File: src/rtl/ftlu_pkg.sv
// shared types and codes of the forwarding table lookup and update block
// depends on nothing; used by ftlu_ctrl, ftlu_dp and the top level
package ftlu_pkg;

    localparam int KEY_W  = 16;
    localparam int LINK_W = 8;
    localparam int KIND_W = 2;
    localparam int STS_W  = 2;

    localparam logic [KIND_W-1:0] KIND_UPSERT = 2'd0;
    localparam logic [KIND_W-1:0] KIND_LOOKUP = 2'd1;
    localparam logic [KIND_W-1:0] KIND_UPDATE = 2'd2;

    localparam logic [STS_W-1:0] ST_OK   = 2'd0;
    localparam logic [STS_W-1:0] ST_MISS = 2'd1;
    localparam logic [STS_W-1:0] ST_FULL = 2'd2;

    typedef struct packed {
        logic [KEY_W-1:0]  key;
        logic [LINK_W-1:0] link;
        logic              vmark;
    } t_entry;

    typedef struct packed {
        logic load;
        logic scan;
        logic decide;
        logic out_load;
    } t_cmd;

    typedef struct packed {
        logic skip;
        logic hit;
        logic scan_end;
    } t_sts;

endpackage

File: src/rtl/ftlu_ctrl.sv
// controller state machine of the forwarding table block
// depends on ftlu_pkg; drives the datapath through t_cmd and reads t_sts
module ftlu_ctrl (
    input  logic           i_clk,
    input  logic           i_rst_n,
    input  logic           i_in_valid,
    output logic           o_in_ready,
    output logic           o_out_valid,
    input  logic           i_out_ready,
    input  ftlu_pkg::t_sts i_sts,
    output ftlu_pkg::t_cmd o_cmd
);
    import ftlu_pkg::*;

    typedef enum logic [2:0] {
        S_IDLE = 3'b001,
        S_SCAN = 3'b010,
        S_DONE = 3'b100
    } t_state;

    t_state r_state, n_state;
    logic   r_out_vld, n_out_vld;
    t_cmd   cmd;

    always_comb begin
        n_state      = r_state;
        cmd          = '0;
        unique case (r_state)
            S_IDLE: begin
                if (i_in_valid) begin
                    cmd.load = 1'b1;
                    n_state  = S_SCAN;
                end
            end
            S_SCAN: begin
                if (i_sts.skip) begin
                    n_state = S_DONE;
                end else begin
                    cmd.scan = 1'b1;
                    if (i_sts.hit || i_sts.scan_end) begin
                        cmd.decide = 1'b1;
                        n_state    = S_DONE;
                    end
                end
            end
            S_DONE: begin
                if (!r_out_vld || i_out_ready) begin
                    cmd.out_load = 1'b1;
                    n_state      = S_IDLE;
                end
            end
            default: n_state = S_IDLE;
        endcase
    end

    always_comb begin
        n_out_vld = r_out_vld;
        if (cmd.out_load) begin
            n_out_vld = 1'b1;
        end else if (r_out_vld && i_out_ready) begin
            n_out_vld = 1'b0;
        end
    end

    always_ff @(posedge i_clk) begin
        if (!i_rst_n) begin
            r_state   <= S_IDLE;
            r_out_vld <= 1'b0;
        end else begin
            r_state   <= n_state;
            r_out_vld <= n_out_vld;
        end
    end

    assign o_in_ready  = (r_state == S_IDLE);
    assign o_out_valid = r_out_vld;
    assign o_cmd       = cmd;

    a_out_free: assert property (@(posedge i_clk) disable iff (!i_rst_n)
        cmd.out_load |-> (!r_out_vld || i_out_ready))
        else $error("result register overwritten while held");

    a_decide_once: assert property (@(posedge i_clk) disable iff (!i_rst_n)
        cmd.decide |=> !cmd.decide && !cmd.scan)
        else $error("scan continued after decision");

    a_load_idle: assert property (@(posedge i_clk) disable iff (!i_rst_n)
        cmd.load |=> !o_in_ready)
        else $error("input ready while item in work");

endmodule

File: src/rtl/ftlu_dp.sv
// datapath of the forwarding table: entry memory, scan pointer, compare,
// entry count and result registers; depends on ftlu_pkg
module ftlu_dp #(
    parameter int TABLE_DEPTH = 32
) (
    input  logic                          i_clk,
    input  logic                          i_rst_n,
    input  logic [ftlu_pkg::KIND_W-1:0]   i_kind,
    input  logic [ftlu_pkg::KEY_W-1:0]    i_dest_address,
    input  logic [ftlu_pkg::LINK_W-1:0]   i_link_number,
    input  logic                          i_entry_valid,
    input  ftlu_pkg::t_cmd                i_cmd,
    output ftlu_pkg::t_sts                o_sts,
    output logic [ftlu_pkg::STS_W-1:0]    o_status,
    output logic [ftlu_pkg::LINK_W-1:0]   o_found_link
);
    import ftlu_pkg::*;

    localparam int IDX_W = (TABLE_DEPTH > 1) ? $clog2(TABLE_DEPTH) : 1;
    localparam int CNT_W = $clog2(TABLE_DEPTH + 1);

    t_entry            mem [TABLE_DEPTH];
    t_entry            r_rd_data;

    logic [KIND_W-1:0] r_kind;
    logic [KEY_W-1:0]  r_key;
    logic [LINK_W-1:0] r_link;
    logic              r_vmark;
    logic [CNT_W-1:0]  r_rd_idx;
    logic [IDX_W-1:0]  r_cmp_idx;
    logic              r_cmp_vld;
    logic [CNT_W-1:0]  r_count, n_count;
    logic [STS_W-1:0]  r_status, n_status;
    logic [LINK_W-1:0] r_flink, n_flink;

    logic              rd_en;
    logic              hit;
    logic              scan_end;
    logic              not_full;
    logic              wr_en;
    logic [IDX_W-1:0]  wr_addr;
    t_entry            wr_data;

    assign rd_en    = i_cmd.scan && (r_rd_idx != r_count);
    assign hit      = r_cmp_vld && (r_rd_data.key == r_key);
    assign scan_end = (r_rd_idx == r_count);
    assign not_full = (r_count != CNT_W'(TABLE_DEPTH));

    assign o_sts.skip     = !(r_kind == KIND_UPSERT || r_kind == KIND_LOOKUP ||
                              r_kind == KIND_UPDATE);
    assign o_sts.hit      = hit;
    assign o_sts.scan_end = scan_end;

    always_comb begin
        wr_en         = 1'b0;
        wr_addr       = r_cmp_idx;
        wr_data.key   = r_key;
        wr_data.link  = r_link;
        wr_data.vmark = r_vmark;
        n_count       = r_count;
        n_status      = r_status;
        n_flink       = r_flink;
        if (i_cmd.load) begin
            n_status = ST_OK;
            n_flink  = '0;
        end else if (i_cmd.decide) begin
            if (hit) begin
                if (r_kind == KIND_LOOKUP) begin
                    n_flink = r_rd_data.link;
                end else begin
                    wr_en = 1'b1;
                end
            end else if (r_kind == KIND_UPSERT) begin
                if (not_full) begin
                    wr_en   = 1'b1;
                    wr_addr = r_count[IDX_W-1:0];
                    n_count = r_count + 1'b1;
                end else begin
                    n_status = ST_FULL;
                end
            end else begin
                n_status = ST_MISS;
            end
        end
    end

    // entry memory, one write and one registered read a cycle
    always_ff @(posedge i_clk) begin
        if (wr_en) begin
            mem[wr_addr] <= wr_data;
        end
        if (rd_en) begin
            r_rd_data <= mem[r_rd_idx[IDX_W-1:0]];
        end
    end

    always_ff @(posedge i_clk) begin
        if (i_cmd.load) begin
            r_kind  <= i_kind;
            r_key   <= i_dest_address;
            r_link  <= i_link_number;
            r_vmark <= i_entry_valid;
        end
        if (i_cmd.load) begin
            r_rd_idx <= '0;
        end else if (rd_en) begin
            r_rd_idx <= r_rd_idx + 1'b1;
        end
        if (rd_en) begin
            r_cmp_idx <= r_rd_idx[IDX_W-1:0];
        end
        r_status <= n_status;
        r_flink  <= n_flink;
        if (i_cmd.out_load) begin
            o_status     <= r_status;
            o_found_link <= r_flink;
        end
    end

    always_ff @(posedge i_clk) begin
        if (!i_rst_n) begin
            r_count   <= '0;
            r_cmp_vld <= 1'b0;
        end else begin
            r_count   <= n_count;
            r_cmp_vld <= rd_en;
        end
    end

    a_count_bound: assert property (@(posedge i_clk) disable iff (!i_rst_n)
        r_count <= CNT_W'(TABLE_DEPTH))
        else $error("entry count above table depth");

    a_count_mono: assert property (@(posedge i_clk) disable iff (!i_rst_n)
        $past(i_rst_n) |-> (r_count >= $past(r_count)))
        else $error("entry count decreased");

    a_cmp_after_scan: assert property (@(posedge i_clk) disable iff (!i_rst_n)
        r_cmp_vld |-> $past(i_cmd.scan))
        else $error("compare without a scan read");

endmodule

File: src/rtl/forwarding_table_lookup_update.sv
// top level of the exact-match forwarding table
// depends on ftlu_pkg, ftlu_ctrl and ftlu_dp
//
// Input channel i_in_valid / o_in_ready carries one request beat: kind
// (upsert, lookup, update), destination address, link number and valid mark.
// Output channel o_out_valid / i_out_ready carries one result beat per
// request: status (ok, not present, full) and found link.
// A request scans the filled entries in order, one memory read a cycle
// through the single read port of the entry memory; the compare of an entry
// lands in the cycle after its read. The scan ends at the first match or
// after the last filled entry; an unused kind skips the scan. The result
// then moves into the output register once that register is free, and
// o_out_valid is registered together with it.
// The block works on one request at a time; o_in_ready is high only between
// requests. A held result does not block the next request, but a finished
// request waits until the output register is free.
// Reset empties the table (entry count zero) and drops any held result.
module forwarding_table_lookup_update #(
    parameter int TABLE_DEPTH = 32
) (
    input  logic                        i_clk,
    input  logic                        i_rst_n,
    input  logic                        i_in_valid,
    output logic                        o_in_ready,
    input  logic [ftlu_pkg::KIND_W-1:0] i_kind,
    input  logic [ftlu_pkg::KEY_W-1:0]  i_dest_address,
    input  logic [ftlu_pkg::LINK_W-1:0] i_link_number,
    input  logic                        i_entry_valid,
    output logic                        o_out_valid,
    input  logic                        i_out_ready,
    output logic [ftlu_pkg::STS_W-1:0]  o_status,
    output logic [ftlu_pkg::LINK_W-1:0] o_found_link
);
    import ftlu_pkg::*;

    t_cmd cmd;
    t_sts sts;

    ftlu_ctrl u_ctrl (
        .i_clk       (i_clk),
        .i_rst_n     (i_rst_n),
        .i_in_valid  (i_in_valid),
        .o_in_ready  (o_in_ready),
        .o_out_valid (o_out_valid),
        .i_out_ready (i_out_ready),
        .i_sts       (sts),
        .o_cmd       (cmd)
    );

    ftlu_dp #(
        .TABLE_DEPTH (TABLE_DEPTH)
    ) u_dp (
        .i_clk          (i_clk),
        .i_rst_n        (i_rst_n),
        .i_kind         (i_kind),
        .i_dest_address (i_dest_address),
        .i_link_number  (i_link_number),
        .i_entry_valid  (i_entry_valid),
        .i_cmd          (cmd),
        .o_sts          (sts),
        .o_status       (o_status),
        .o_found_link   (o_found_link)
    );

endmodule
File: config.mk
export PLATFORM = sky130hd
export DESIGN_NAME = forwarding_table_lookup_update
export DESIGN_NICKNAME = d
export VERILOG_FILES = /design/src/rtl/ftlu_pkg.sv /design/src/rtl/ftlu_ctrl.sv /design/src/rtl/ftlu_dp.sv /design/src/rtl/forwarding_table_lookup_update.sv
export SDC_FILE = /design/constraint.sdc
export NUM_CORES = 1
export LEC_CHECK = 0
export BUFFER_PORTS_ARGS = -buffer_cell sky130_fd_sc_hd__buf_2
export CAP_MARGIN = 40
export CORE_MARGIN = 1
export CORE_UTILIZATION = 67
export DETAILED_ROUTE_END_ITERATION = 16
export GPL_TIMING_DRIVEN = 1
export PLACE_DENSITY_LB_ADDON = 0.2
export SYNTH_ARGS = -nofsm -noshare
export SYNTH_HDL_FRONTEND = slang
export SYNTH_HIERARCHICAL = 1
export SYNTH_SLANG_ARGS = --single-unit
File: constraint.sdc
create_clock -name i_clk -period 12.1 [get_ports i_clk]
set_input_delay 1.815 -clock i_clk [delete_from_list [all_inputs] [get_ports i_clk]]
set_output_delay 1.815 -clock i_clk [all_outputs]
set_load 0.01 [all_outputs]
Word level (Yosys, flattened, before mapping)
Memories as Yosys holds them, arrays and structs flattened. A register that Yosys moved wholly into a read port is not among the register bits.
Cells that the tools add are included.
- add/subtract/negate cells: 2
- equal/unequal tests: 13
- muxes and demuxes: 29
- bitwise gates (word level): 2
- reduce and logical (&&, ||, !) cells: 14
- operators by type and width (kind ; count):
    5-bit 2-to-1 mux ; 5
    16-bit == test ; 1
    1-bit 2-to-1 mux ; 15
    6-bit by 1-bit adder with 6-bit output, second input constant ; 2
    3-bit 2-to-1 mux ; 4
    3-bit case mux with 3 select lines ; 1
    3-bit AND reduction ; 3
    2-bit 2-to-1 mux ; 4
    6-bit == test ; 1
    6-bit inequality test ; 1
    6-bit inequality test, second input constant ; 1
    5-bit AND reduction ; 1
    1-bit logical OR ; 4
    2-bit inequality test, second input constant ; 2
    3-bit by 1-bit == test with 1-bit output, second input constant ; 1
    3-bit by 2-bit == test with 1-bit output, second input constant ; 1
    3-bit == test, second input constant ; 1
    1-bit logical AND ; 3
    3-bit inequality test, second input constant ; 1
    2-bit by 1-bit == test with 1-bit output, second input constant ; 1
    2-bit == test, second input constant ; 1
    2-bit logical NOT ; 1
    2-bit by 1-bit inequality test with 1-bit output, second input constant ; 1
    1-bit NOT ; 2
    other kinds (2) ; 2
- register bits after elaboration: 69
- RAM bits: 800
- input port bits: 31
- output and inout port bits: 12
- memories kept: 1
- memories (memory ; words ; width ; read ports ; clocked after memory_dff ; wr ports ; line ; RTL):
    u_dp.mem ; 32 ; 25 ; 1 ; 1 ; 1 ; ftlu_dp.sv:22 ; t_entry mem [TABLE_DEPTH];

Logic depth before layout (Yosys ltp)
- depth after elaboration: 10
- gate-level depth with buffers: 16

By module
The synthesis kept the hierarchy.
- modules (own cells, without submodules) (module ; instances ; cells an instance ; area each (µm²)):
    ftlu_dp ; 1 ; 1370 ; 32747.7
    ftlu_ctrl ; 1 ; 28 ; 236.5

Worst setup path after synthesis
Ideal clock, no wire load.
- path type: input to register
- start point: in i_in_valid
- end point: mem u_dp/mem[11][10] (netlist bit) (enable)
- arrival: 5.499 ns
- path slack: 6.166 ns
- stages on the path: 8
- path buffers: 1
- cells stage by stage: and2_1 > clkbuf_1 > nand2b_1 > or3_1 > nor2_1 > o21ai_2 > mux2_2 > nor3_1
- word-level cells in the longest chain between the ends: 5
- elaborated cells on any way between the ends: 6
- ends and longest elaborated chain (item ; line ; RTL):
    from (decl) ; forwarding_table_lookup_update.sv:23 ; input logic i_in_valid,
    1-bit 2-to-1 mux * ; ftlu_ctrl.sv:30 ; if (i_in_valid) begin
    1-bit 2-to-1 mux * ; ftlu_ctrl.sv:28 ; unique case (r_state)
    1-bit 2-to-1 mux ; ftlu_dp.sv:63 ; if (i_cmd.load) begin
    1-bit 2-to-1 mux ; ftlu_dp.sv:89 ; if (wr_en) begin
    1-bit 2-to-1 mux (implied by the code) ; ftlu_dp.sv:90 ; mem[wr_addr] <= wr_data;
    to (decl) ; ftlu_dp.sv:22 ;
Every way passes the cells marked *; elsewhere a longest branch is shown, timed or not.

==> metrics.csv <==
metric;value;unit
wl_per_cell;36.3;microns
clock_power_share;42.8;%
wl;82.1;mm
grt_pass1_wl;115;mm
r2r-end;u_dp/mem[3][22]$_DFFE_PP_;
design.die.area;0.0501;sq mm
io_pins;43;
syn_nets;1432;
grt_max_degree;49;
hold_buffers;0;
num_vias;16100;
first_pass_iters;5;
synth-seq-cells;860;
setup_viol;0;
coreArea;0.0481;sq mm
register_area;0.0256;sq mm
final.setup_skew;0.0274;ns
synthArstFlopShare;0;%
syn_inst;1398;
clock-sinks;860;
clk_path_buf_depth;3;
synth_edf_count;833;
port_buffers;41;
worstSetupEndpoint;u_dp/mem[3][22]$_DFFE_PP_;
pwr_density_cell;159;mW/mm^2
nFillCells;2291;
path_clk_slew;0.06;ns
ys_seq_area_share;77.5;%
synthDistinctLibCells;56;
drive_above_1_share;34.9;%
yosys_warnings;6;
cts_tree;built;
via_per_inst;7.12;
fp.dieH;224;microns
switching_power;1.22;mW
worst_slew_pin_slew;1.05;ns
numCtsBuffers;82;
fin_crit;5.97;ns
synth_area_leaders;edfxtp_1 (76%), mux4_2 (16%), dfxtp_1 (1.6%);
htree_levels;3;
rows;80;
place_congestion;0.841;
fin_cells;2262;
final_area;0.0374;sq mm
report.final.slew_viol_count;0;
start_util;68.5;%
outcome;complete, no violations;
syn_to_final_growth;13.4;%
worst_ep_required_time;12.39;ns
placed_area;0.0346;sq mm
ant_nets;0;
p_int;4.75;mW
setup_ws;6.13;ns
cts_resized;0;
syn_area;0.0330;sq mm
nNetsFinal;1573;
overflow;0;
rsz0062_at_grt;no;
drc;0;
seq_power_share;55.7;%
end_kind;register;
setup_tns;0;ns
cts_setup_buffers;0;
reg2reg_slack;6.13;ns
synth_ff_type;edfxtp_1;
netlist_top_cells_count;edfxtp_1 (833), mux4_2 (240), nor3_1 (36);
synth_most_common_cell;edfxtp_1;
hpwl;39.1;mm
worstRegToRegCells;13;
fmax;0.168;GHz
cts-root-buf;clkbuf_16;
drt_iter0_markers;2377;
grt_usage;33.3;%
cp-start-kind;register;
path_max_fanout;33;
netlist.area_leader.share;75.8;%
antenna_found_initial;1;
fin_crit_sh;49.3;%
p_leak;11.6;nW
multi_input_area;0.00722;sq mm
ir_drop;0.156;mV
avgSynthCellArea;23.6;sq um
synth_top_area_cell;edfxtp_1;
holdPathStages;0;
hold_class;reg2reg;
cp.arrival;6.26;ns
fp.dieW;224;microns
path_class;reg2reg;
clk-insertion-delay-late;0.64;ns
hold_viol;0;
r2r_start;u_dp/r_key[2]$_DFFE_PP_;
dp_slack;6.48;ns
grt_pass1_vias;16400;
dp_cells;2102;
crit_start;u_dp/r_key[2]$_DFFE_PP_;
relSlewSlack;29.8;%
fin_util;77.7;%
n_antenna_cell;0;
cap_viol_max_count;0;
pwr-share-comb;1.5;%
switching_share;20.4;%
[power groups by stage]
stage / registers (mW) / logic [mW] / clock network, mW
floorplan: 3.40 / 0.0177 / 0
global placement: 3.40 / 0.0458 / 0
detailed placement: 3.40 / 0.0553 / 0
CTS: 3.34 / 0.0564 / 2.56
global route: 3.32 / 0.0922 / 2.66
finish: 3.32 / 0.0885 / 2.55
[worst min path at each step]
stage	startpoint	to
2_1_floorplan	u_dp/r_status[1]$_SDFFE_PP0P_	u_dp/o_status[1]$_DFFE_PP_
3_5_place_dp	u_dp/r_flink[5]$_SDFFE_PP0P_	u_dp/o_found_link[5]$_DFFE_PP_
6_report	u_dp/r_flink[7]$_SDFFE_PP0P_	u_dp/o_found_link[7]$_DFFE_PP_
3_3_place_gp	u_dp/r_status[1]$_SDFFE_PP0P_	u_dp/o_status[1]$_DFFE_PP_
4_1_cts	u_dp/r_flink[7]$_SDFFE_PP0P_	u_dp/o_found_link[7]$_DFFE_PP_
5_1_grt	u_dp/r_flink[7]$_SDFFE_PP0P_	u_dp/o_found_link[7]$_DFFE_PP_
[cells in the final DEF, fill, tap and decap left out, types with 6 or more instances in the layout]
master,Yosys,final
edfxtp_1,833,833
mux4_2,240,240
clkbuf_16,0,88
buf_4,15,67
buf_2,9,41
nor3_2,0,30
nor2_1,27,27
mux2_2,25,25
dfxtp_1,27,22
clkbuf_1,31,21
xor2_1,21,21
clkinv_2,0,18
nand2_1,15,15
mux2i_1,15,15
clkinv_1,0,12
buf_16,0,11
xnor2_1,9,9
inv_1,7,7
nor2b_1,6,6
[worst max-delay path, cell delays in order, from the launching register on]
cell and delay (ns):
edfxtp_1 1.04, xor2_1 0.38, nor4_1 0.37, nand2_1 0.10, nor4_1 0.73, nor2_1 0.08
nor2_1 0.29, nand2b_1 0.14, or3_1 0.44, a2111oi_2 0.40, o221ai_1 0.24, buf_4 0.23
nor3_4 0.72, buf_4 0.43
[cell type report]
class / instances / share of cell area (%)
flip-flops and latches: 860 / 68.4
repair buffers: 126 / 3.09
clock inverters: 42 / 0.977
multi-input cells: 462 / 19.3
inverters: 7 / 0.0702
well taps: 656 / 2.19
clock buffers: 109 / 6.01
[cells by family (layout without fill, tap and decap cells)]
logic type | Yosys count | in the layout | share of synthesized area [%]
AO/OA/AOI/OAI | 27 | 27 | 0.717
XOR/XNOR | 30 | 30 | 0.797
adder cells (fa/ha/maj) | 3 | 3 | 0.114
buffers and inverters | 76 | 284 | 1.21
flip-flops | 860 | 860 | 77.5
multiplexers | 280 | 280 | 17.7
AND/OR/NAND/NOR | 122 | 122 | 2.00
[per-layer routing]
layer | wire length (microns) | up-vias | share of wire [%] | GRT usage (%)
met3 | 9000 | 193 | 11 | 6.94
met2 | 40500 | 1257 | 49 | 51.7
met5 | 8 | - | 0.0097 | 0
li1 | - | 6246 | - | -
met1 | 29700 | 8409 | 36 | 47.5
met4 | 2990 | 2 | 3.6 | 13.7
[state kept, by name (all words and copies together), names as in the netlist, 3 cells and up]
signal and cells:
u_dp/r_cmp_idx 5, u_dp/r_link 8, u_dp/r_rd_idx 6, u_dp/r_flink 8, u_dp/r_key 16, u_ctrl/r_state 3, u_dp/r_rd_data 24, u_dp/r_count 6
u_dp/mem 768, u_dp/o_found_link 8
[per-stage QoR]
| stage | power (mW) | hold slack (ns) |
|---|---|---|
| finish | 5.96 | 0.430 |
| floorplan | 3.41 | 0.400 |
| global route | 6.08 | 0.443 |
| global placement | 3.45 | 0.410 |
| detailed placement | 3.46 | 0.423 |
| CTS | 5.96 | 0.436 |
No activity file was read; power rests on OpenSTA's default activity.
